===== config.mk =====
export PLATFORM = sky130hd
export DESIGN_NAME = ram_bus_self_test_sequencer_flat
export DESIGN_NICKNAME = d
export VERILOG_FILES = /design/src/sv/rbst_pkg.sv /design/src/sv/rbst_in_if.sv /design/src/sv/rbst_out_if.sv /design/src/sv/rbst_cfg_if.sv /design/src/sv/ram_bus_self_test_sequencer.sv /design/src/sv/rbst_ctrl.sv /design/src/sv/rbst_datapath.sv /design/src/flat_wrapper.sv
export SDC_FILE = /design/constraint.sdc
export NUM_CORES = 1
export LEC_CHECK = 0
export ABC_AREA = 1
export BUFFER_PORTS_ARGS = -buffer_cell sky130_fd_sc_hd__buf_2
export CORE_MARGIN = 5
export CORE_UTILIZATION = 64
export DETAILED_ROUTE_END_ITERATION = 10
export HOLD_SLACK_MARGIN = 0.05
export PLACE_DENSITY = 0.89
export SYNTH_ARGS = -nofsm -noshare
export SYNTH_HDL_FRONTEND = slang
export SYNTH_SLANG_ARGS = --single-unit

===== constraint.sdc =====
create_clock -name clk_i -period 13.2 [get_ports clk_i]
set_clock_uncertainty 0.05 [all_clocks]
set_input_delay 3.96 -clock clk_i [delete_from_list [all_inputs] [get_ports clk_i]]
set_output_delay 3.96 -clock clk_i [all_outputs]
set_load 0.1 [all_outputs]

===== src/sv/rbst_pkg.sv =====
// ----------------------------------------------------------------------------
// RAM bus self-test sequencer package
// Field widths, codes, and the command and status bundles shared between the
// controller and the datapath.
// ----------------------------------------------------------------------------
package rbst_pkg;

  localparam int unsigned DATA_BITS_DEF = 16;
  localparam int unsigned ADDR_BITS_DEF = 24;

  localparam int unsigned OPERATION_W      = 1;
  localparam int unsigned READ_DATA_W      = 16;
  localparam int unsigned ACCESS_KIND_W    = 2;
  localparam int unsigned ACCESS_ADDRESS_W = 24;
  localparam int unsigned WRITE_WORD_W     = 16;
  localparam int unsigned RESULT_STATUS_W  = 2;
  localparam int unsigned FAIL_WORD_W      = 24;

  localparam int unsigned BASE_ADDRESS_W = 24;
  localparam int unsigned REGION_BYTES_W = 25;
  localparam int unsigned REG_INDEX_W    = 2;
  localparam int unsigned CFG_DATA_W     = 25;

  localparam logic [REGION_BYTES_W-1:0] REGION_BYTES_RST = 25'd65536;

  localparam logic [63:0] PAT_A = 64'hAAAA_AAAA_AAAA_AAAA;
  localparam logic [63:0] PAT_5 = 64'h5555_5555_5555_5555;

  typedef enum logic [OPERATION_W-1:0] {
    OP_START = 1'b0,
    OP_READ  = 1'b1
  } op_e;

  typedef enum logic [ACCESS_KIND_W-1:0] {
    KIND_WRITE  = 2'd0,
    KIND_READ   = 2'd1,
    KIND_FINISH = 2'd2
  } kind_e;

  typedef enum logic [RESULT_STATUS_W-1:0] {
    STATUS_OK         = 2'd0,
    STATUS_ADDR_FAULT = 2'd1,
    STATUS_DATA_FAULT = 2'd2
  } status_e;

  typedef enum logic [REG_INDEX_W-1:0] {
    REG_BASE_ADDRESS = 2'd0,
    REG_REGION_BYTES = 2'd1,
    REG_TEST_ENABLE  = 2'd2
  } reg_index_e;

  typedef enum logic [1:0] {
    OFF_ZERO,
    OFF_PROBE,
    OFF_VICTIM
  } off_sel_e;

  typedef enum logic [2:0] {
    WORD_ZERO,
    WORD_ONE,
    WORD_PAT_A,
    WORD_PAT_5,
    WORD_WALK
  } word_sel_e;

  typedef enum logic [1:0] {
    FAIL_NONE,
    FAIL_PROBE,
    FAIL_VICTIM,
    FAIL_WALK
  } fail_src_e;

  // FIRST loads the first offset (or a single one for the walk register)
  typedef enum logic [1:0] {
    STEP_HOLD,
    STEP_FIRST,
    STEP_SHIFT
  } step_e;

  typedef struct packed {
    logic      emit;
    kind_e     kind;
    off_sel_e  off_sel;
    word_sel_e word_sel;
    status_e   status;
    fail_src_e fail_src;
    logic      last;
    step_e     probe_step;
    step_e     victim_step;
    step_e     walk_step;
  } rbst_cmd_t;

  typedef struct packed {
    logic test_en;
    logic probe_in;
    logic victim_in;
    logic rd_eq_pat;
    logic rd_eq_walk;
    logic probe_eq_victim;
    logic walk_top;
    logic out_free;
  } rbst_stat_t;

endpackage


===== src/sv/rbst_in_if.sv =====
// ----------------------------------------------------------------------------
// RAM bus self-test input channel
// Start requests and returned read data, valid/ready handshake.
// ----------------------------------------------------------------------------
interface rbst_in_if import rbst_pkg::*; ();

  logic                   valid;
  logic                   ready;
  logic [OPERATION_W-1:0] operation;
  logic [READ_DATA_W-1:0] read_data;

  modport source (output valid, output operation, output read_data, input ready);
  modport sink (input valid, input operation, input read_data, output ready);

endinterface


===== src/sv/rbst_out_if.sv =====
// ----------------------------------------------------------------------------
// RAM bus self-test result channel
// Memory write, read and finish requests, valid/ready handshake.
// ----------------------------------------------------------------------------
interface rbst_out_if import rbst_pkg::*; ();

  logic                        valid;
  logic                        ready;
  logic [ACCESS_KIND_W-1:0]    access_kind;
  logic [ACCESS_ADDRESS_W-1:0] access_address;
  logic [WRITE_WORD_W-1:0]     write_word;
  logic [RESULT_STATUS_W-1:0]  result_status;
  logic [FAIL_WORD_W-1:0]      fail_word;
  logic                        last_of_run;

  modport source (
    output valid, output access_kind, output access_address, output write_word,
    output result_status, output fail_word, output last_of_run, input ready
  );
  modport sink (
    input valid, input access_kind, input access_address, input write_word,
    input result_status, input fail_word, input last_of_run, output ready
  );

endinterface


===== src/sv/rbst_cfg_if.sv =====
// ----------------------------------------------------------------------------
// RAM bus self-test configuration channel
// Register writes: index and data, valid/ready handshake.
// ----------------------------------------------------------------------------
interface rbst_cfg_if import rbst_pkg::*; ();

  logic                   valid;
  logic                   ready;
  logic [REG_INDEX_W-1:0] reg_index;
  logic [CFG_DATA_W-1:0]  write_data;

  modport source (output valid, output reg_index, output write_data, input ready);
  modport sink (input valid, input reg_index, input write_data, output ready);

endinterface


===== src/sv/ram_bus_self_test_sequencer.sv =====
// Timing: the first request of a run is issued from the S_FILL state that follows
//   its accepted input, then held in the result register; the run then streams one
//   request per cycle while the single result register is free. In the read loops
//   each read response is accepted, then the next read request is issued; no new
//   input is taken while the controller is still issuing a run.
// Reset: asynchronous, active low; idle, result valid cleared, result data not reset.
// ----------------------------------------------------------------------------
// RAM bus self-test sequencer
// Address-bus walking-ones test followed by a data-bus walking-one test,
// issued as memory write/read requests with returned read data compared.
// ----------------------------------------------------------------------------
module ram_bus_self_test_sequencer import rbst_pkg::*; #(
  parameter int unsigned DATA_BITS = DATA_BITS_DEF,
  parameter int unsigned ADDR_BITS = ADDR_BITS_DEF
) (
  input  logic       clk_i,
  input  logic       rst_ni,
  rbst_in_if.sink    in_i,
  rbst_out_if.source out_o,
  rbst_cfg_if.sink   cfg_i
);

  rbst_cmd_t  cmd;
  rbst_stat_t stat;

  rbst_ctrl u_ctrl (
    .clk_i  (clk_i),
    .rst_ni (rst_ni),
    .in_i   (in_i),
    .stat_i (stat),
    .cmd_o  (cmd)
  );

  rbst_datapath #(
    .DATA_BITS (DATA_BITS),
    .ADDR_BITS (ADDR_BITS)
  ) u_datapath (
    .clk_i       (clk_i),
    .rst_ni      (rst_ni),
    .cmd_i       (cmd),
    .stat_o      (stat),
    .read_data_i (in_i.read_data),
    .cfg_i       (cfg_i),
    .out_o       (out_o)
  );

  // a request is never issued in the cycle an input is taken
  a_no_emit_on_accept: assert property (@(posedge clk_i) disable iff (!rst_ni)
    (in_i.valid && in_i.ready) |-> !cmd.emit)
    else $error("request issued while accepting input");

  // a start always begins a run, so no further input until it is done
  a_start_blocks_input: assert property (@(posedge clk_i) disable iff (!rst_ni)
    (in_i.valid && in_i.ready && in_i.operation == OP_START) |=> !in_i.ready)
    else $error("input taken right after a start");

  a_finish_is_last: assert property (@(posedge clk_i) disable iff (!rst_ni)
    (out_o.valid && out_o.access_kind == KIND_FINISH) |-> out_o.last_of_run)
    else $error("finish result not marked last");

  a_read_is_last: assert property (@(posedge clk_i) disable iff (!rst_ni)
    (out_o.valid && out_o.access_kind == KIND_READ) |->
      (out_o.last_of_run && out_o.write_word == '0))
    else $error("read request not last or carries data");

endmodule


===== src/sv/rbst_ctrl.sv =====
// ----------------------------------------------------------------------------
// RAM bus self-test controller
// Sequences the address-bus and data-bus tests, one request per cycle while
// the result register is free, and decides on each returned read word.
// ----------------------------------------------------------------------------
module rbst_ctrl import rbst_pkg::*; (
  input  logic       clk_i,
  input  logic       rst_ni,
  rbst_in_if.sink    in_i,
  input  rbst_stat_t stat_i,
  output rbst_cmd_t  cmd_o
);

  typedef enum logic [3:0] {
    S_IDLE,
    S_WAIT_HIGH,
    S_WAIT_LOW,
    S_WAIT_DATA,
    S_FILL,
    S_HIGH_ADV,
    S_VICTIM_NEXT,
    S_LOW_ADV,
    S_DATA_WRITE,
    S_DATA_READ,
    S_FINISH
  } state_e;

  state_e    state_q, state_d;
  status_e   fin_status_q, fin_status_d;
  fail_src_e fin_fail_q, fin_fail_d;
  logic      accept;

  assign in_i.ready = (state_q == S_IDLE) || (state_q == S_WAIT_HIGH) ||
                      (state_q == S_WAIT_LOW) || (state_q == S_WAIT_DATA);
  assign accept = in_i.valid && in_i.ready;

  always_comb begin
    cmd_o        = '0;
    state_d      = state_q;
    fin_status_d = fin_status_q;
    fin_fail_d   = fin_fail_q;
    unique case (state_q) inside
      S_IDLE, S_WAIT_HIGH, S_WAIT_LOW, S_WAIT_DATA: begin
        if (accept) begin
          if (in_i.operation == OP_START) begin
            // a start abandons whatever test is running
            if (!stat_i.test_en) begin
              fin_status_d = STATUS_OK;
              fin_fail_d   = FAIL_NONE;
              state_d      = S_FINISH;
            end else begin
              cmd_o.probe_step = STEP_FIRST;
              state_d          = S_FILL;
            end
          end else begin
            case (state_q)
              S_WAIT_HIGH: begin
                if (!stat_i.rd_eq_pat) begin
                  fin_status_d = STATUS_ADDR_FAULT;
                  fin_fail_d   = FAIL_PROBE;
                  state_d      = S_FINISH;
                end else begin
                  cmd_o.probe_step = STEP_SHIFT;
                  state_d          = S_HIGH_ADV;
                end
              end
              S_WAIT_LOW: begin
                if (!stat_i.rd_eq_pat && !stat_i.probe_eq_victim) begin
                  fin_status_d = STATUS_ADDR_FAULT;
                  fin_fail_d   = FAIL_VICTIM;
                  state_d      = S_FINISH;
                end else begin
                  cmd_o.probe_step = STEP_SHIFT;
                  state_d          = S_LOW_ADV;
                end
              end
              S_WAIT_DATA: begin
                if (!stat_i.rd_eq_walk) begin
                  fin_status_d = STATUS_DATA_FAULT;
                  fin_fail_d   = FAIL_WALK;
                  state_d      = S_FINISH;
                end else if (stat_i.walk_top) begin
                  // the one has reached the top bit: data test passed
                  cmd_o.walk_step = STEP_FIRST;
                  fin_status_d    = STATUS_OK;
                  fin_fail_d      = FAIL_NONE;
                  state_d         = S_FINISH;
                end else begin
                  cmd_o.walk_step = STEP_SHIFT;
                  state_d         = S_DATA_WRITE;
                end
              end
              default: begin
                // read data while idle: drop it
              end
            endcase
          end
        end
      end
      S_FILL: begin
        if (stat_i.out_free) begin
          cmd_o.emit = 1'b1;
          cmd_o.kind = KIND_WRITE;
          if (stat_i.probe_in) begin
            cmd_o.off_sel    = OFF_PROBE;
            cmd_o.word_sel   = WORD_PAT_A;
            cmd_o.probe_step = STEP_SHIFT;
          end else begin
            cmd_o.off_sel    = OFF_ZERO;
            cmd_o.word_sel   = WORD_PAT_5;
            cmd_o.probe_step = STEP_FIRST;
            state_d          = S_HIGH_ADV;
          end
        end
      end
      S_HIGH_ADV: begin
        if (stat_i.out_free) begin
          cmd_o.emit = 1'b1;
          if (stat_i.probe_in) begin
            cmd_o.kind    = KIND_READ;
            cmd_o.off_sel = OFF_PROBE;
            cmd_o.last    = 1'b1;
            state_d       = S_WAIT_HIGH;
          end else begin
            // restore the base, then start the stuck-low pass
            cmd_o.kind        = KIND_WRITE;
            cmd_o.off_sel     = OFF_ZERO;
            cmd_o.word_sel    = WORD_PAT_A;
            cmd_o.victim_step = STEP_FIRST;
            state_d           = S_VICTIM_NEXT;
          end
        end
      end
      S_VICTIM_NEXT: begin
        if (stat_i.out_free) begin
          cmd_o.emit = 1'b1;
          cmd_o.kind = KIND_WRITE;
          if (!stat_i.victim_in) begin
            cmd_o.off_sel   = OFF_ZERO;
            cmd_o.word_sel  = WORD_ONE;
            cmd_o.walk_step = STEP_FIRST;
            state_d         = S_DATA_READ;
          end else begin
            cmd_o.off_sel    = OFF_VICTIM;
            cmd_o.word_sel   = WORD_PAT_5;
            cmd_o.probe_step = STEP_FIRST;
            state_d          = S_LOW_ADV;
          end
        end
      end
      S_LOW_ADV: begin
        if (stat_i.out_free) begin
          cmd_o.emit = 1'b1;
          if (stat_i.probe_in) begin
            cmd_o.kind    = KIND_READ;
            cmd_o.off_sel = OFF_PROBE;
            cmd_o.last    = 1'b1;
            state_d       = S_WAIT_LOW;
          end else begin
            // restore the victim and advance to the next one
            cmd_o.kind        = KIND_WRITE;
            cmd_o.off_sel     = OFF_VICTIM;
            cmd_o.word_sel    = WORD_PAT_A;
            cmd_o.victim_step = STEP_SHIFT;
            state_d           = S_VICTIM_NEXT;
          end
        end
      end
      S_DATA_WRITE: begin
        if (stat_i.out_free) begin
          cmd_o.emit     = 1'b1;
          cmd_o.kind     = KIND_WRITE;
          cmd_o.off_sel  = OFF_ZERO;
          cmd_o.word_sel = WORD_WALK;
          state_d        = S_DATA_READ;
        end
      end
      S_DATA_READ: begin
        if (stat_i.out_free) begin
          cmd_o.emit    = 1'b1;
          cmd_o.kind    = KIND_READ;
          cmd_o.off_sel = OFF_ZERO;
          cmd_o.last    = 1'b1;
          state_d       = S_WAIT_DATA;
        end
      end
      S_FINISH: begin
        if (stat_i.out_free) begin
          cmd_o.emit     = 1'b1;
          cmd_o.kind     = KIND_FINISH;
          cmd_o.off_sel  = (fin_fail_q == FAIL_VICTIM) ? OFF_VICTIM : OFF_PROBE;
          cmd_o.status   = fin_status_q;
          cmd_o.fail_src = fin_fail_q;
          cmd_o.last     = 1'b1;
          state_d        = S_IDLE;
        end
      end
      default: begin
        state_d = S_IDLE;
      end
    endcase
  end

  always_ff @(posedge clk_i or negedge rst_ni) begin
    if (!rst_ni) begin
      state_q      <= S_IDLE;
      fin_status_q <= STATUS_OK;
      fin_fail_q   <= FAIL_NONE;
    end else begin
      state_q      <= state_d;
      fin_status_q <= fin_status_d;
      fin_fail_q   <= fin_fail_d;
    end
  end

endmodule


===== src/sv/rbst_datapath.sv =====
// ----------------------------------------------------------------------------
// RAM bus self-test datapath
// Configuration registers, probe/victim offsets, walking-one pattern, the
// address adder, read-data compare and the result register.
// ----------------------------------------------------------------------------
module rbst_datapath import rbst_pkg::*; #(
  parameter int unsigned DATA_BITS = DATA_BITS_DEF,
  parameter int unsigned ADDR_BITS = ADDR_BITS_DEF
) (
  input  logic                   clk_i,
  input  logic                   rst_ni,
  input  rbst_cmd_t              cmd_i,
  output rbst_stat_t             stat_o,
  input  logic [READ_DATA_W-1:0] read_data_i,
  rbst_cfg_if.sink               cfg_i,
  rbst_out_if.source             out_o
);

  localparam int unsigned WORD_BYTES = DATA_BITS / 8;
  // room for the first offset shifted one place past the top of the mask
  localparam int unsigned OFF_W = REGION_BYTES_W + $clog2(WORD_BYTES + 1);
  localparam int unsigned SUM_W = (ADDR_BITS > ACCESS_ADDRESS_W) ? ADDR_BITS : ACCESS_ADDRESS_W;
  localparam logic [SUM_W-1:0] ADDR_MASK = {SUM_W{1'b1}} >> (SUM_W - ADDR_BITS);
  localparam logic [OFF_W-1:0] FIRST_OFF = OFF_W'(WORD_BYTES);
  localparam logic [DATA_BITS-1:0] PAT_A_D = PAT_A[DATA_BITS-1:0];
  localparam logic [DATA_BITS-1:0] PAT_5_D = PAT_5[DATA_BITS-1:0];
  localparam logic [DATA_BITS-1:0] WALK_ONE = DATA_BITS'(1);

  logic [BASE_ADDRESS_W-1:0] base_q;
  logic [REGION_BYTES_W-1:0] region_q;
  logic                      test_en_q;

  logic [OFF_W-1:0]     probe_q, probe_d;
  logic [OFF_W-1:0]     victim_q, victim_d;
  logic [DATA_BITS-1:0] walk_q, walk_d;

  logic [REGION_BYTES_W-1:0] region_mask;
  logic [OFF_W-1:0]          off_mux;
  logic [SUM_W-1:0]          addr_sum;
  logic [SUM_W-1:0]          addr;
  logic [DATA_BITS-1:0]      word_mux;
  logic [DATA_BITS-1:0]      rd;
  logic [FAIL_WORD_W-1:0]    fail_mux;

  logic                        out_valid_q;
  logic [ACCESS_KIND_W-1:0]    kind_q;
  logic [ACCESS_ADDRESS_W-1:0] address_q;
  logic [WRITE_WORD_W-1:0]     word_q;
  logic [RESULT_STATUS_W-1:0]  status_q;
  logic [FAIL_WORD_W-1:0]      fail_q;
  logic                        last_q;

  // configuration
  assign cfg_i.ready = 1'b1;

  always_ff @(posedge clk_i or negedge rst_ni) begin
    if (!rst_ni) begin
      base_q    <= '0;
      region_q  <= REGION_BYTES_RST;
      test_en_q <= 1'b1;
    end else if (cfg_i.valid) begin
      unique case (cfg_i.reg_index)
        REG_BASE_ADDRESS: base_q    <= BASE_ADDRESS_W'(cfg_i.write_data);
        REG_REGION_BYTES: region_q  <= REGION_BYTES_W'(cfg_i.write_data);
        REG_TEST_ENABLE:  test_en_q <= cfg_i.write_data[0];
        default: begin
          // unmapped index: drop the write
        end
      endcase
    end
  end

  // offset, address and compare logic
  assign region_mask = region_q - REGION_BYTES_W'(1);
  assign rd          = DATA_BITS'(read_data_i);

  always_comb begin
    case (cmd_i.off_sel)
      OFF_PROBE:  off_mux = probe_q;
      OFF_VICTIM: off_mux = victim_q;
      default:    off_mux = '0;
    endcase
  end

  assign addr_sum = SUM_W'(base_q) + SUM_W'(off_mux) * SUM_W'(WORD_BYTES);
  assign addr     = addr_sum & ADDR_MASK;

  always_comb begin
    case (cmd_i.word_sel)
      WORD_ONE:   word_mux = WALK_ONE;
      WORD_PAT_A: word_mux = PAT_A_D;
      WORD_PAT_5: word_mux = PAT_5_D;
      WORD_WALK:  word_mux = walk_q;
      default:    word_mux = '0;
    endcase
  end

  always_comb begin
    case (cmd_i.fail_src) inside
      FAIL_PROBE, FAIL_VICTIM: fail_mux = FAIL_WORD_W'(addr);
      FAIL_WALK:               fail_mux = FAIL_WORD_W'(walk_q);
      default:                 fail_mux = '0;
    endcase
  end

  assign stat_o.test_en         = test_en_q;
  assign stat_o.probe_in        = |(probe_q[REGION_BYTES_W-1:0] & region_mask);
  assign stat_o.victim_in       = |(victim_q[REGION_BYTES_W-1:0] & region_mask);
  assign stat_o.rd_eq_pat       = (rd == PAT_A_D);
  assign stat_o.rd_eq_walk      = (rd == walk_q);
  assign stat_o.probe_eq_victim = (probe_q == victim_q);
  assign stat_o.walk_top        = walk_q[DATA_BITS-1];
  assign stat_o.out_free        = !out_valid_q || out_o.ready;

  // offset and pattern registers
  always_comb begin
    case (cmd_i.probe_step)
      STEP_FIRST: probe_d = FIRST_OFF;
      STEP_SHIFT: probe_d = probe_q << 1;
      default:    probe_d = probe_q;
    endcase
    case (cmd_i.victim_step)
      STEP_FIRST: victim_d = FIRST_OFF;
      STEP_SHIFT: victim_d = victim_q << 1;
      default:    victim_d = victim_q;
    endcase
    case (cmd_i.walk_step)
      STEP_FIRST: walk_d = WALK_ONE;
      STEP_SHIFT: walk_d = walk_q << 1;
      default:    walk_d = walk_q;
    endcase
  end

  always_ff @(posedge clk_i or negedge rst_ni) begin
    if (!rst_ni) begin
      probe_q  <= '0;
      victim_q <= '0;
      walk_q   <= WALK_ONE;
    end else begin
      probe_q  <= probe_d;
      victim_q <= victim_d;
      walk_q   <= walk_d;
    end
  end

  // result register
  always_ff @(posedge clk_i or negedge rst_ni) begin
    if (!rst_ni) begin
      out_valid_q <= 1'b0;
    end else if (cmd_i.emit) begin
      out_valid_q <= 1'b1;
    end else if (out_o.ready) begin
      out_valid_q <= 1'b0;
    end
  end

  always_ff @(posedge clk_i) begin
    if (cmd_i.emit) begin
      kind_q    <= cmd_i.kind;
      address_q <= (cmd_i.kind == KIND_FINISH) ? '0 : ACCESS_ADDRESS_W'(addr);
      word_q    <= WRITE_WORD_W'(word_mux);
      status_q  <= cmd_i.status;
      fail_q    <= fail_mux;
      last_q    <= cmd_i.last;
    end
  end

  assign out_o.valid          = out_valid_q;
  assign out_o.access_kind    = kind_q;
  assign out_o.access_address = address_q;
  assign out_o.write_word     = word_q;
  assign out_o.result_status  = status_q;
  assign out_o.fail_word      = fail_q;
  assign out_o.last_of_run    = last_q;

endmodule


===== src/flat_wrapper.sv =====
// flat-port wrapper written by rule: the top's interface ports become plain ports
module ram_bus_self_test_sequencer_flat import rbst_pkg::*;
#(
  parameter int unsigned DATA_BITS = DATA_BITS_DEF,
  parameter int unsigned ADDR_BITS = ADDR_BITS_DEF
)
  (clk_i, rst_ni, in_i_valid, in_i_operation, in_i_read_data, in_i_ready, out_o_valid, out_o_access_kind, out_o_access_address, out_o_write_word, out_o_result_status, out_o_fail_word, out_o_last_of_run, out_o_ready, cfg_i_valid, cfg_i_reg_index, cfg_i_write_data, cfg_i_ready);
  rbst_in_if in_i_i ();
  rbst_out_if out_o_i ();
  rbst_cfg_if cfg_i_i ();
  input  logic clk_i;
  input  logic rst_ni;
  input wire logic [$bits(in_i_i.valid)-1:0] in_i_valid;
  input wire logic [$bits(in_i_i.operation)-1:0] in_i_operation;
  input wire logic [$bits(in_i_i.read_data)-1:0] in_i_read_data;
  output wire logic [$bits(in_i_i.ready)-1:0] in_i_ready;
  output wire logic [$bits(out_o_i.valid)-1:0] out_o_valid;
  output wire logic [$bits(out_o_i.access_kind)-1:0] out_o_access_kind;
  output wire logic [$bits(out_o_i.access_address)-1:0] out_o_access_address;
  output wire logic [$bits(out_o_i.write_word)-1:0] out_o_write_word;
  output wire logic [$bits(out_o_i.result_status)-1:0] out_o_result_status;
  output wire logic [$bits(out_o_i.fail_word)-1:0] out_o_fail_word;
  output wire logic [$bits(out_o_i.last_of_run)-1:0] out_o_last_of_run;
  input wire logic [$bits(out_o_i.ready)-1:0] out_o_ready;
  input wire logic [$bits(cfg_i_i.valid)-1:0] cfg_i_valid;
  input wire logic [$bits(cfg_i_i.reg_index)-1:0] cfg_i_reg_index;
  input wire logic [$bits(cfg_i_i.write_data)-1:0] cfg_i_write_data;
  output wire logic [$bits(cfg_i_i.ready)-1:0] cfg_i_ready;
  assign in_i_i.valid = in_i_valid;
  assign in_i_i.operation = in_i_operation;
  assign in_i_i.read_data = in_i_read_data;
  assign in_i_ready = in_i_i.ready;
  assign out_o_valid = out_o_i.valid;
  assign out_o_access_kind = out_o_i.access_kind;
  assign out_o_access_address = out_o_i.access_address;
  assign out_o_write_word = out_o_i.write_word;
  assign out_o_result_status = out_o_i.result_status;
  assign out_o_fail_word = out_o_i.fail_word;
  assign out_o_last_of_run = out_o_i.last_of_run;
  assign out_o_i.ready = out_o_ready;
  assign cfg_i_i.valid = cfg_i_valid;
  assign cfg_i_i.reg_index = cfg_i_reg_index;
  assign cfg_i_i.write_data = cfg_i_write_data;
  assign cfg_i_ready = cfg_i_i.ready;
  ram_bus_self_test_sequencer #(.DATA_BITS(DATA_BITS), .ADDR_BITS(ADDR_BITS)) u_core (.clk_i(clk_i), .rst_ni(rst_ni), .in_i(in_i_i), .out_o(out_o_i), .cfg_i(cfg_i_i));
endmodule

[Word level (Yosys, flattened, before mapping)]
Index checks and enable logic that the tools add are counted.
W data, S select, Z words.
Storage, ports and cells
  input port bits: 49
  memory bits (writable): 0
  output and inout bits: 72
  ROM bits: 0
  logic and storage cells: 178
  register bits: 198
  latch bits: 0
  memories: 0
Cells by class
  reductions and logical operators: 26
  $add $sub $neg: 2
  bitwise operators: 2
  $lt $le $gt $ge: 0
  $mul: 0
  divide/modulo/power cells: 0
  muxes and demuxes: 85
  shifts and indexed selects: 0
  equality and inequality tests: 47
Operators by type and width (count)
  $pmux W27 S2: 2
  $pmux W16 S4: 1
  $mux W4: 15
  $mux W2: 27
  $and A25 B25 Y25: 2
  $reduce_or A25 Y1: 2
  $pmux W23 S2: 1
  $mux W8: 5
  $pmux W5 S7: 1
  $pmux W16 S2: 1
  $pmux W4 S8: 1
  $eq A27 B27 Y1: 1
  $sub A25 B1 Y25 const B: 1
  $add A24 B24 Y24: 1
  $mux W24: 1
  $eq A2 B2 Y1 const B: 9
  $pmux W2 S3: 3
  $eq A16 B16 Y1: 1
  $eq A16 B16 Y1 const B: 1
  $eq A4 B3 Y1 const B: 4
  $mux W16: 1
  $mux W3: 5
  $mux W5: 3
  $pmux W3 S5: 1
  other kinds (29): 72

[Logic depth before layout (Yosys ltp)]
Gate-level depths: netlist of the first run.
  word-level depth: 10
  depth in mapped cells: 34
  mapped depth without buffers: 33

[Modules after synthesis]
From an unflattened synthesis of the first run, not the netlist that was laid out.
Second synthesis, totals
  cell total of the unflattened synthesis: 1383
  area total of the unflattened synthesis: 11029.3 um^2
Modules (own cells, without submodules)
  rbst_datapath: area each 10121.0 um^2, sequential area each 5053.6 um^2, cells an instance 1223, times used 1
  rbst_ctrl: area each 908.4 um^2, sequential area each 200.2 um^2, cells an instance 160, times used 1

[Worst setup path before layout of the first run]
OpenSTA, ideal clock, no wires.
  path kind: input -> register
  start: input out_o_ready
  end: register u_core.u_datapath.address_q[0], in the netlist u_core.u_datapath.out_o.access_address[0] (enable)
  slack: 5720 ps
  library setup time: 496 ps
  cell stages on the path: 2
  path buffers: 0
  arrival: 6934 ps
  required time: 12654 ps
  path through: nor2_1 nor2_1
RTL lines
  from (decl): RTL line flat_wrapper.sv:24  | input wire logic [$bits(out_o_i.ready)-1:0] out_o_ready;
  to (signal assigned): RTL line rbst_datapath.sv:160  | address_q <= (cmd_i.kind == KIND_FINISH) ? '0 : ACCESS_ADDRESS_W'(addr);
  to (decl): RTL line rbst_datapath.sv:47  | logic [ACCESS_ADDRESS_W-1:0] address_q;

[Worst setup path in the final report of the first run]
  start: input out_o_ready
  end: register u_core.u_datapath.address_q[17], in the netlist u_core.u_datapath.out_o.access_address[17] (data pin)
Between the ends
  longest elaborated chain between the ends: 6
  elaborated cells between the ends (all ways): 13
  classes of those cells: add/sub: 1; eq/ne: 3; mux: 8; reduce/logical: 1
Ends and longest elaborated chain
  $logic_or A1 B1 Y1 *: RTL line rbst_datapath.sv:113  | assign stat_o.out_free = !out_valid_q || out_o.ready;
  $mux W5 (tied with other cells): RTL line rbst_ctrl.sv:188  | if (stat_i.out_free) begin
  $pmux W5 S7 *: RTL line rbst_ctrl.sv:42  | unique case (state_q) inside
  $eq A2 B2 Y1 or $eq A2 B1 Y1 (tied branches): RTL line rbst_datapath.sv:78  | case (cmd_i.off_sel)
  $pmux W23 S2: RTL line rbst_datapath.sv:78
  $add A24 B24 Y24: RTL line rbst_datapath.sv:85  | assign addr_sum = SUM_W'(base_q) + SUM_W'(off_mux) * SUM_W'(WORD_BYTES);
Mark *: on every way between the ends. The rest lies on a longest branch, timed or not.
A chain may end at the register's enable or synchronous reset.

==> results.tsv, run 1 <==
metric	value	unit
drive_gt1_frac	0.127	
required	13.33	ns
cpMaxStageDelayCell	ha_1	
syn2layout_area_growth	12.9	%
dr.pass1.iters	7	
clkSinkCount	196	
vias	9735	
dieHeight	139	um
tightest_slew	1.04	ns
hpwl	22.3	mm
ctsHoldBuffers	0	
whs	0.444	ns
dieArea	19400	um2
fmax	117	MHz
hold_depth	2	
r2r_setup_slack	7.00	ns
crit_top_cell	nand2_1	
drcViolationCount	0	
nets	1508	
rr_startpoint	u_core.u_datapath.region_q[0]	
synth_seq_area_share	0.492	
gr-total-overflow	0	
status	complete, no violations	
grt_pass1_wl	47.8	mm
ios	121	
initial_core_util	0.649	
cp_data_arrival_time	8.68	ns
yosys_warnings	0	
crit_path_max_fanout	22	
avgSynthCellArea	8.08	um2
path_delay_family	simple AND/OR/NAND/NOR gates	
min_to	u_core.u_datapath.base_q[21]	
slew-limit-headroom	0.302	
die_w	139	um
crit_type	in -> reg	
cp_cell_sequence	buf_2 > nor2_1 > inv_1 > nand2_1 > inv_1 > nand2_1 > nand3_2 > inv_2 > ha_1 > nand2_1 > a21oi_1 > ha_1 > a21oi_1 > nand2_1 > a21oi_1 > o21ai_0 > a21oi_1 > o21ai_0 > nand2_1 > nand2_1 > xnor2_1 > nor2_1	
clock_path_buffers	2	
path_clk_slew	0.08	ns
synth_cell_types	45	
finalSetupViolations	0	
cts_resized	0	
grt_max_degree	82	
max_stage_delay	0.58	ns
synthCells	1323	
timing.rr.end	u_core.u_datapath.out_o.access_address[17]	
period_share	0.648	
n_antenna_cell	0	
cts_buffers	17	
track_usage	0.309	
finalSetupTns	0	ns
place_congestion	0.971	
clk_latency	0.45	ns
detail_route.vias_per_cell	5.85	
cts-root-buf	clkbuf_16	
end_kind	register	
hold_start	u_core.u_datapath.base_q[21]	
ys_ff_latch	196	
p_leak	5.85	nW
first_global_vias	9064	
postCtsSetupBuffers	0	
synth_edf_count	69	
vdd_drop_max	0.000258	V
powerDensity	246	nW/um2
rsz0062_at_grt	false	
syn-num-nets	1401	
min_path_type	reg -> reg	
period_needed	8.55	ns
cts_htree_levels	4	
final_util	0.733	
slew_violations	0	
io_buffers	119	
first_iter_violations	1003	
cts_tree	done	
synth.cell_area	10700	um2
nFillCells	1240	
worstPathBufferInverterCount	4	
cp-start-kind	primary input	
hold_violations	0	
antenna_found_initial	0	
postRouteAntennaNets	0	
async_reset_ff_frac	0.648	
rows	47	
wl_per_cell	18.0	um
stdcell_area	12100	um2
drt-total-wl	30.0	mm
ff2ff_path_depth	28	
fp.coreArea	16500	um2
synth_ff_type	dfrtp_1	
place_area	11400	um2
cap_violations	0	
power breakdown:
part | internal [mW] | switching, mW | leakage, nW
clock network | 0.279 | 0.258 | 0.302
logic | 0.248 | 1.19 | 3.41
registers | 0.860 | 0.136 | 2.13
total | 1.39 | 1.58 | 5.85
final cells by class:
| type | count | area, um2 | share of cell area |
|---|---|---|---|
| sequential | 196 | 5250 | 0.435 |
| multi-input combinational | 907 | 4600 | 0.381 |
| inverter | 185 | 694 | 0.0575 |
| timing repair buffer | 123 | 628 | 0.0520 |
| clock buffer | 18 | 439 | 0.0364 |
| tap | 220 | 275 | 0.0228 |
| clock inverter | 14 | 179 | 0.0148 |
worst register-to-register path: cells and delay by family, from the launching register on:
kind                     cells  cell delay [ns]
AO/OA/AOI/OAI                7             1.61
AND/OR/NAND/NOR             15             2.30
buffers and inverters        2             0.22
flip-flops                   1             0.39
XOR/XNOR                     1             0.21
adder cells (fa/ha/maj)      3             1.17
cell families after synthesis:
logic type,after synthesis,share of synthesized area
AO/OA/AOI/OAI,232,0.121
XOR/XNOR,39,0.0320
adder cells (fa/ha/maj),29,0.0347
buffers and inverters,220,0.0787
flip-flops,196,0.492
other,1,0.000351
AND/OR/NAND/NOR,606,0.241
Yosys cell counts (2+ instances only):
cell	n	area (um2)
nand2_2	3	18.8
buf_1	5	18.8
nor4_1	4	25.0
nor3_1	10	50.1
xnor2_1	31	272
nand2_1	328	1230
o21bai_1	3	22.5
inv_1	180	676
o21a_1	5	37.5
o22ai_1	75	469
xor2_1	8	70.1
nand4_1	23	144
dfstp_2	3	78.8
o211ai_1	2	15.0
clkinv_1	4	15.0
or2_2	2	12.5
buf_4	2	15.0
o21ai_1	6	30.0
o21ai_0	89	445
ha_1	28	350
nor2_1	130	488
dfrtp_1	124	3100
a21oi_1	46	230
nand3_1	84	420
clkbuf_1	27	101
nand3_2	6	60.1
nor2_2	9	56.3
edfxtp_1	69	2070
per-stage QoR:
stage | total power, mW | cells | setup WS [ns]
after floorplan | 2.14 | 1323 | 5.72
after global placement | 2.41 | 1631 | 4.51
after detailed placement | 2.43 | 1631 | 4.25
after CTS | 2.96 | 1663 | 4.71
after global routing | 3.10 | 1663 | 4.06
final | 2.97 | 1663 | 4.65
sequential cells by signal (all words and copies together), names as in the netlist:
| register | cells |
|---|---|
| u_core.u_datapath.test_en_q | 1 |
| u_core.u_datapath.probe_q | 26 |
| u_core.u_datapath.out_o.valid | 1 |
| u_core.u_datapath.walk_q | 16 |
| u_core.u_datapath.out_o.write_word | 16 |
| u_core.u_datapath.out_o.result_status | 2 |
| u_core.u_datapath.out_o.access_address | 24 |
| u_core.u_datapath.out_o.last_of_run | 1 |
| u_core.u_datapath.victim_q | 26 |
| u_core.u_datapath.base_q | 24 |
| u_core.u_ctrl.fin_fail_q | 2 |
| u_core.u_datapath.region_q | 25 |
| u_core.u_datapath.out_o.access_kind | 2 |
| u_core.u_ctrl.state_q | 4 |
| u_core.u_datapath.out_o.fail_word | 24 |
| u_core.u_ctrl.fin_status_q | 2 |
routing by layer:
metal  share of wire  vias up  track usage
met5               0        -            0
met4           0.046        0        0.125
met3           0.084      109       0.0617
met2            0.48      528        0.510
met1            0.39     4511        0.403
li1                -     4587            -
how the worst max path moves through the flow:
stage,start,endpoint,slack [ns],cells after the start
floorplan,out_o_ready,u_core.u_datapath.out_o.access_address[0],5.72,2
global placement,out_o_ready,u_core.u_datapath.out_o.fail_word[19],4.51,22
detailed placement,out_o_ready,u_core.u_datapath.out_o.access_address[17],4.25,22
CTS,out_o_ready,u_core.u_datapath.out_o.access_address[17],4.71,22
global route,out_o_ready,u_core.u_datapath.out_o.access_address[17],4.06,22
finish,out_o_ready,u_core.u_datapath.out_o.access_address[17],4.65,22
placed cells by master (no fill, tap or decap), types with 2 or more instances in the layout:
| master | count |
|---|---|
| inv_1 | 180 |
| nor2_2 | 9 |
| inv_8 | 4 |
| o21bai_1 | 3 |
| o22ai_1 | 75 |
| o211ai_1 | 2 |
| clkbuf_16 | 17 |
| nand3_2 | 6 |
| nor2_1 | 129 |
| clkinv_1 | 5 |
| dfrtp_1 | 124 |
| xnor2_1 | 31 |
| nand4_1 | 23 |
| nor3_1 | 10 |
| nand2_2 | 3 |
| o21ai_0 | 89 |
| buf_4 | 5 |
| nor2_4 | 2 |
| a21oi_1 | 46 |
| nand2_1 | 328 |
| xor2_1 | 8 |
| o21a_1 | 5 |
| ha_1 | 28 |
| buf_2 | 118 |
| clkinv_8 | 4 |
| nand3_1 | 84 |
| edfxtp_1 | 69 |
| or2_2 | 2 |
| o21ai_1 | 6 |
| inv_6 | 4 |
| nor4_1 | 4 |
| dfstp_2 | 3 |
No activity file was read; power rests on OpenSTA's default activity.
==> run 2, diff against run 1 <==
CORE_UTILIZATION = 54   (was 64)
PLACE_DENSITY = 0.8   (was 0.89)
clock period = 7.19 ns   (was 13.2 ns; I/O delays follow)
==> run 2 against run 1 <==
  * Via count is 1.9% lower
  * Clock power is 83% higher
  * Critical path depth stayed put
  * Sequential power is 83% higher
  * Final area is 0.73% higher
  * Final cell count is 2.9% higher
  * Total power is 83% higher
  * Non-clock buffer count is 4 higher
  * First-iteration DRC count is 22% lower
  * Count of clock-buffer cells in the layout stayed put
  * Setup slack worse by 3.6 ns
  * Highest routed layer unchanged
==> results.tsv, run 2 (synthesis gave the netlist of run 1 again) <==
metric	value	unit	change
cts_buffers	17		unchanged
slew_violations	0		unchanged
cts_resized	0		unchanged
grt_pass1_wl	45.5	mm	-4.8%
final_common_cell	nand2_1		
n_antenna_cell	0		unchanged
cts_tree	done		
dieArea	22700	um2	+17%
place_area	11500	um2	+0.75%
whs	0.443	ns	-0.00121 ns
pwr-share-comb	0.484		about the same
fp.coreArea	19500	um2	+18%
final_cells	1712		+2.9%
vdd_drop_max	0.000327	V	+27%
swShare	0.530		-0.00275
detail_route.vias_per_cell	5.58		-4.7%
timing.final.ws_setup	1.04	ns	-3.61 ns
clock_path_buffers	2		unchanged
final_cell_mix	328 x nand2_1, 180 x inv_1, 129 x nor2_1		
reg.largest.list	u_core.u_datapath.probe_q: 26 flops, u_core.u_datapath.victim_q: 26 flops, u_core.u_datapath.region_q: 25 flops		
place_congestion	0.979		+0.79%
cp-start-kind	primary input		
dieHeight	151	um	+8.2%
drive_gt1_frac	0.130		+0.00310
required	7.32	ns	-6.01 ns
min_path_type	reg -> reg		
drt-total-wl	28.9	mm	-3.7%
postCtsSetupBuffers	0		unchanged
powerDensity	447	nW/um2	+82%
nets	1512		+0.27%
final_util	0.625		-0.108
die_w	151	um	+8.2%
slew-limit-headroom	0.337		+0.0349
switching_power	2.88	mW	+82%
wl_per_cell	16.9	um	-6.5%
status	complete, no violations		
dr.pass1.iters	5		-2
drcViolationCount	0		unchanged
io_buffers	119		unchanged
track_usage	0.258		-0.0505
hold_violations	0		unchanged
place_inst	1680		+3.0%
period_needed	6.15	ns	
crit_path_max_fanout	22		unchanged
ctsHoldBuffers	0		unchanged
cp_data_arrival_time	6.28	ns	-2.40 ns
clkSinkCount	196		unchanged
period_share	0.856		
clk_latency	0.45	ns	about the same
p_leak	5.87	nW	+0.34%
hpwl	22.1	mm	-0.65%
stdcell_area	12200	um2	+0.73%
fmax	163	MHz	
first_global_vias	8856		-2.3%
crit_type	in -> reg		
cts_htree_levels	4		unchanged
finalSetupViolations	0		unchanged
syn2layout_area_growth	13.8	%	
cap_violations	0		unchanged
postRouteAntennaNets	0		unchanged
initial_core_util	0.549		-0.0999
end_kind	register		
cts-root-buf	clkbuf_16		
antenna_found_initial	0		unchanged
grt_max_degree	74		-9.8%
rows	51		+8.5%
first_iter_violations	780		-22%
finalSetupTns	0	ns	unchanged
internal-power	2.55	mW	+84%
dp_slack	0.687	ns	-3.57 ns
tightest_slew	0.992	ns	-0.0522 ns
nFillCells	1666		+34%
clkPwrFrac	0.181		about the same
vias	9547		-1.9%
path_clk_slew	0.08	ns	about the same
gr-total-overflow	0		unchanged
rsz0062_at_grt	false		
pwr-share-seq	0.335		about the same
power	5.43	mW	+83%
ios	121		unchanged
[run 2: cell count changes in the layout (fill, tap and decap cells not counted), sizes merged]
cell    delta
buf        +4
clkinv     +2
inv        -2
[run 2: per-layer routing]
layer,track usage,share of wire
met1,0.348,0.42
met2,0.412,0.47
met3,0.0449,0.075
met4,0.115,0.038
met5,0,0
[run 2: final cells by class]
class / count / area [um2] / share of cell area
Multi-Input combinational cell: 907 / 4600 / 0.378
Inverter: 185 / 694 / 0.0571
Clock buffer: 18 / 439 / 0.0361
Tap cell: 265 / 332 / 0.0273
Sequential cell: 196 / 5250 / 0.432
Clock inverter: 14 / 180 / 0.0148
Timing Repair Buffer: 127 / 658 / 0.0541
[run 2: power groups by stage]
stage	registers, mW	clock network, mW	logic [mW]
CTS	1.81	0.987	2.63
global placement	1.83	0	2.60
global route	1.85	1.04	2.80
floorplan	3.07	0	0.871
detailed placement	1.84	0	2.62
finish	1.82	0.981	2.63
[run 2: worst max-delay path, stage by stage]
cell and delay (ns):
buf_2 0.09, nor2_1 0.37, inv_1 0.23, nand2_1 0.14, buf_4 0.18, nor2_1 0.05
nor2_1 0.20, inv_1 0.07, ha_1 0.43, nand2_1 0.14, a21oi_1 0.07, ha_1 0.40
a21oi_1 0.17, nand2_1 0.14, a21oi_1 0.29, o21ai_0 0.18, a21oi_1 0.28, o21ai_0 0.24
nand2_1 0.11, nand2_1 0.07, xnor2_1 0.19, nor2_1 0.06
[run 2: path summary, 6_finish.rpt]
| path | start | end | depth (start not counted) | slack [ns] |
|---|---|---|---|---|
| setup / recovery | out_o_ready | u_core.u_datapath.out_o.fail_word[17] | 22 | 1.04 |
| hold / removal | u_core.u_datapath.region_q[0] | u_core.u_datapath.region_q[0] | 2 | 0.44 |
| setup reg to reg | u_core.u_datapath.region_q[0] | u_core.u_datapath.out_o.fail_word[17] | 28 | 1.14 |
| hold reg to reg | u_core.u_datapath.region_q[0] | u_core.u_datapath.region_q[0] | 2 | 0.44 |
| max in group asynchronous | rst_ni | u_core.u_datapath.walk_q[3] | 2 | 4.02 |
| min in group asynchronous | rst_ni | u_core.u_datapath.probe_q[23] | 1 | 1.79 |
